## config.mk

```make
export PLATFORM = sky130hd
export DESIGN_NAME = wtsp_queue
export DESIGN_NICKNAME = d
export VERILOG_FILES = /design/src/rtl/wtsp_pkg.sv /design/src/rtl/wtsp_queue.sv
export SDC_FILE = /design/constraint.sdc
export NUM_CORES = 1
export LEC_CHECK = 0
export BUFFER_PORTS_ARGS = -buffer_cell sky130_fd_sc_hd__buf_4
export CAP_MARGIN = 30
export CORE_MARGIN = 4
export CORE_UTILIZATION = 60
export CTS_CLUSTER_DIAMETER = 200
export DETAILED_ROUTE_END_ITERATION = 7
export GPL_ROUTABILITY_DRIVEN = 1
export PLACE_DENSITY = 0.86
export SLEW_MARGIN = 40
export SYNTH_ARGS = -nofsm -noshare
export SYNTH_HDL_FRONTEND = slang
export SYNTH_SLANG_ARGS = --single-unit
export TNS_END_PERCENT = 1
```

## constraint.sdc

```tcl
create_clock -name i_clk -period 15.7 [get_ports i_clk]
set_input_delay 0.785 -clock i_clk [delete_from_list [all_inputs] [get_ports i_clk]]
set_output_delay 0.785 -clock i_clk [all_outputs]
set_load 0.005 [all_outputs]
```

## src/rtl/wtsp_pkg.sv

```systemverilog
package wtsp_pkg;

    localparam int COORD_FRAC_BITS = 8;
    localparam int AXIS_FRAC_BITS  = 14;

    // datapath widths
    localparam int DW  = 33;            // point minus origin
    localparam int PW  = 49;            // offset times axis word
    localparam int SW  = 51;            // dot product
    localparam int MW  = 50;            // depth and coordinate magnitudes
    localparam int TW  = 24;            // tangent
    localparam int VW  = 14;            // viewport size
    localparam int OW  = 13;            // viewport offset
    localparam int DXW = MW + TW;       // depth * tan
    localparam int AXW = MW + 16;       // |x| scaled
    localparam int NXW = DXW + 1;
    localparam int BXW = NXW + VW + 3;  // x dividend
    localparam int AYW = MW + VW + 16;  // |y| * w scaled
    localparam int DYW = DXW + VW;      // depth * tan * h
    localparam int NYW = DYW + 1;
    localparam int BYW = NYW + VW + 3;  // y dividend
    localparam int QB  = 19;            // quotient bits
    localparam int SCW = 20;            // screen coordinate width

    localparam int QDEPTH = 8;
    localparam int QAW    = 3;

    localparam logic OP_LOAD = 1'b0;
    localparam logic OP_PROJ = 1'b1;

    localparam logic [3:0] CAM_AXIS_BASE = 4'd3;
    localparam logic [3:0] CAM_WORDS     = 4'd12;

    localparam logic [2:0] CFG_VIEW_VALID = 3'd0;
    localparam logic [2:0] CFG_VIEWPORT_X = 3'd1;
    localparam logic [2:0] CFG_VIEWPORT_Y = 3'd2;
    localparam logic [2:0] CFG_VIEWPORT_W = 3'd3;
    localparam logic [2:0] CFG_VIEWPORT_H = 3'd4;
    localparam logic [2:0] CFG_TAN_HALF_X = 3'd5;

    localparam logic signed [SW-1:0] Z_LIMIT =
        SW'(64'd4 << (COORD_FRAC_BITS + AXIS_FRAC_BITS));
    localparam logic [19:0] TAN_SCALE = 20'd1000000;

    typedef struct packed {
        logic               opcode;
        logic [3:0]         view_index;
        logic signed [31:0] view_value;
        logic signed [31:0] world_x;
        logic signed [31:0] world_y;
        logic signed [31:0] world_z;
    } t_in;

    typedef struct packed {
        logic                  projected;
        logic                  in_view;
        logic signed [SCW-1:0] screen_x;
        logic signed [SCW-1:0] screen_y;
    } t_out;

    typedef struct packed {
        logic          view_valid;
        logic [OW-1:0] viewport_x;
        logic [OW-1:0] viewport_y;
        logic [VW-1:0] viewport_width;
        logic [VW-1:0] viewport_height;
        logic [TW-1:0] tan_half_x;
    } t_cfg;

    typedef struct packed {
        logic          rej;
        logic [MW-1:0] z;
        logic [MW-1:0] xmag;
        logic          xneg;
        logic [MW-1:0] ymag;
        logic          yneg;
    } t_entry;

endpackage

```

## src/rtl/wtsp_queue.sv

```systemverilog
module wtsp_queue (
    input  logic                   i_clk,
    input  logic                   i_rst_n,
    input  logic                   i_push,
    input  wtsp_pkg::t_entry       i_entry,
    input  logic                   i_pop,
    output wtsp_pkg::t_entry       o_entry,
    output logic [wtsp_pkg::QAW:0] o_count
);
    import wtsp_pkg::*;

    t_entry         r_mem [QDEPTH];
    logic [QAW-1:0] r_wp;
    logic [QAW-1:0] r_rp;
    logic [QAW:0]   r_cnt;

    always_ff @(posedge i_clk) begin
        if (!i_rst_n) begin
            r_wp  <= '0;
            r_rp  <= '0;
            r_cnt <= '0;
        end else begin
            if (i_push) begin
                r_wp <= r_wp + 1'b1;
            end
            if (i_pop) begin
                r_rp <= r_rp + 1'b1;
            end
            if (i_push && !i_pop) begin
                r_cnt <= r_cnt + 1'b1;
            end else if (!i_push && i_pop) begin
                r_cnt <= r_cnt - 1'b1;
            end
        end
    end

    always_ff @(posedge i_clk) begin
        if (i_push) begin
            r_mem[r_wp] <= i_entry;
        end
    end

    assign o_entry = r_mem[r_rp];
    assign o_count = r_cnt;

endmodule

```

==> impl_metrics.csv <==
group,metric,value,unit
run_status,run_status,"finished, final reports clean",
yosys,ys_types,25,
timing,fin_crit,4.40,ns
yosys,synth_top_family_by_area,"multiplexers",
global_route,grt_max_degree,103,
global_route,track_usage,24.2,%
yosys,synth-edff-count,1224,
timing,finClkSkew,0.0470,ns
drt,first_iter_violations,2047,
setup_path,startpoint_type,"flop",
cells_and_area,finalNonFillerCells,3352,
setup_path,worst-path-max-fanout,55,
die,die-area,82100,µm²
global_route,overflow,0,
yosys,seq_area_frac_synth,79.5,%
global_route,grt_pass1_wl,146000,µm
yosys,ys_ff_latch,1237,
yosys,async_flop_share,0,%
place,dpl.hpwl,52300,µm
yosys,synth_xor_area_share,0.113,%
drt,dr.pass1.iters,5,
power_and_ir_drop,p_clk_share,38.0,%
setup_path,r2r_start,"r_wp[2]$_SDFFE_PN0P_",
power_and_ir_drop,ir_worst_vdd,0.106,mV
drt,ant_nets,0,
cells_and_area,area_growth,15.8,%
setup_path,r2r_end,"r_mem[2][85]$_DFFE_PP_",
die,start_util,60.9,%
timing,fmax,227,MHz
place,place_congestion,0.758,
timing,grt_setup_unrepaired,"false",
yosys,synthSimpleGateAreaFrac,0.325,%
timing,setup_viol,0,
place,pre_cts_slack,11.94,ns
timing,layout_setup_ws,11.30,ns
hold_path,min_path_type,"input pin to flop",
clock_network,holdBufCountCts,0,
drt,wl_per_cell,29.2,µm
setup_path,crit_path_end,"o_entry[105]",
timing,slew_violations,0,
die,die_h,287,µm
clock_network,cts_tree,"yes",
clock_network,postCtsSetupRepairBufs,0,
timing,tightest_slew,0.850,ns
setup_path,cp-end-kind,"output port",
yosys,syn-cell-area,46500,µm²
drt,via_count,20900,
setup_path,reg2regPathDepth,4,
setup_path,arrival,3.62,ns
setup_path,worstPathRequired,14.91,ns
yosys,synth_nets,1998,
cells_and_area,fill_cells,4231,
power_and_ir_drop,pwr-share-comb,8.9,%
power_and_ir_drop,power.leakage,0.0171,µW
yosys,netlist_instances,1835,
power_and_ir_drop,p_sw_share,21.2,%
clock_network,clock-root-buffer,"clkbuf_16",
timing,slew_headroom,43.3,%
place,placed_area,50200,µm²
yosys,synthMuxAreaShare,18.6,%
power_and_ir_drop,intPower,5550,µW
cells_and_area,drive_above_1_share,42.0,%
cells_and_area,nets,2382,
cells_and_area,finish.instance_area,53900,µm²
clock_network,cts_buffers,117,
die,core_area,76500,µm²
clock_network,cts-resized-gates,0,
place,placed_cells,3130,
timing,fin_setup_tns,0,ns
place,portBuffers,313,
power_and_ir_drop,power,7050,µW
yosys,yosys_warnings,0,
clock_network,clkSinkCount,1237,
clock_network,cts_buffer_depth,3,
run,maxCapViolCount,0,
global_route,antenna_found_initial,19,
power_and_ir_drop,p_per_area,131,nW/µm²
yosys,ys.flop_type,"edfxtp_1",
yosys,syn_area_per_cell,25.4,µm²
drt,avgViaCountPerCell,6.25,
die,pin_count,314,
clock_network,clk_pin_slew,0.07,ns
global_route,grt_pass1_vias,22400,
setup_path,worstSetupPathType,"flop to output port",
die,die_w,287,µm
power_and_ir_drop,power.switching,1500,µW
yosys,synth-adder-area-share,0.177,%
die,num_rows,101,
drt,drt_wl_total,98000,µm
timing,hold_viol,0,
clock_network,clkLatencyLatePin,0.69,ns
drt,drc_errors,0,
power_and_ir_drop,seqPwrFrac,53.2,%
timing,period_share,28.1,%
clock_network,cts_max_level,3,
setup_path,reg2reg_setup_slack,12.86,ns
yosys,synth-compound-area-share,0.0511,%
layer usage:
metal  GRT usage (%)  share of wire, %  up-vias
met5               0             0.076        -
met4            7.36               2.5       12
met3            5.54               8.2      153
met2            40.0                52      938
met1            32.9                38    11200
li1                -                 -     8666
cells in the final DEF, fill, tap and decap left out, drive strengths merged, types with 8 or more instances in the layout:
cell    synthesis  final
clkbuf         29    151
mux4          306    306
clkinv          0     46
mux2          153    153
edfxtp       1224   1224
dfxtp          13     13
bufinv          0      8
buf            58    352
diode           0     12
synthesized netlist by cell type (5+ instances only):
library cell  count  area, µm²
clkbuf_1         29        109
mux2_2          153       1720
buf_1            10       37.5
edfxtp_1       1224      36800
and2_1            7       43.8
buf_6            27        304
buf_2            21        105
nor2_1            7       26.3
ha_1              5       62.6
nand2_1           6       22.5
dfxtp_1          13        260
mux4_2          306       6890
cell families after synthesis:
kind of cell,Yosys count
AOI/OAI and AO/OA,4
xor gates and xnor gates,6
adders and majority gates,6
buffers and inverters,89
DFF,1237
muxes,463
and+or+nand+nor,30
critical path, stage by stage, from the launching register on:
cell     delay (ns)
dfxtp_4        0.88
buf_6          0.59
buf_4          0.77
mux2_2         0.44
buf_4          0.14
power by group through the flow:
stage / registers, µW / logic, µW / clock network [µW]
global route: 3750 / 672 / 2880
CTS: 3750 / 637 / 2730
floorplan: 3830 / 357 / 0
finish: 3750 / 626 / 2680
global placement: 3820 / 590 / 0
detailed placement: 3820 / 628 / 0
how the worst min path moves through the flow:
stage | slack (ns) | startpoint | endpoint | cells after the start
2_1_floorplan | 0.46 | o_count[3]$_SDFFE_PN0P_ | o_count[3]$_SDFFE_PN0P_ | 2
3_3_place_gp | 0.46 | o_count[3]$_SDFFE_PN0P_ | o_count[3]$_SDFFE_PN0P_ | 2
3_5_place_dp | 0.48 | o_count[3]$_SDFFE_PN0P_ | o_count[3]$_SDFFE_PN0P_ | 2
4_1_cts | 0.28 | i_entry[46] | r_mem[0][46]$_DFFE_PP_ | 1
5_1_grt | 0.30 | i_entry[43] | r_mem[7][43]$_DFFE_PP_ | 1
6_report | 0.32 | i_entry[87] | r_mem[7][87]$_DFFE_PP_ | 1
cell type report:
cell class	instances	area (µm²)	area share (%)
diodes	12	30.0	0.0557
repair buffers	352	2840	5.27
flip-flops and latches	1237	37000	68.7
inverters	2	7.51	0.0139
clock buffers	151	3060	5.67
well taps	1030	1290	2.39
multi-input cells	509	9020	16.7
clock inverters	59	609	1.13
flip-flops by register name (all words and copies together), names as in the netlist, named ones only:
name,count
r_wp,3
r_rp,3
o_count,4
r_mem,1224
per-stage QoR:
step,hold WS (ns),utilization [%]
3_3_place_gp,0.463,65.4
6_report,0.324,70.5
3_5_place_dp,0.478,65.6
5_1_grt,0.297,70.4
2_1_floorplan,0.462,-
4_1_cts,0.278,70.4
Power figures use the tool's default switching activity.
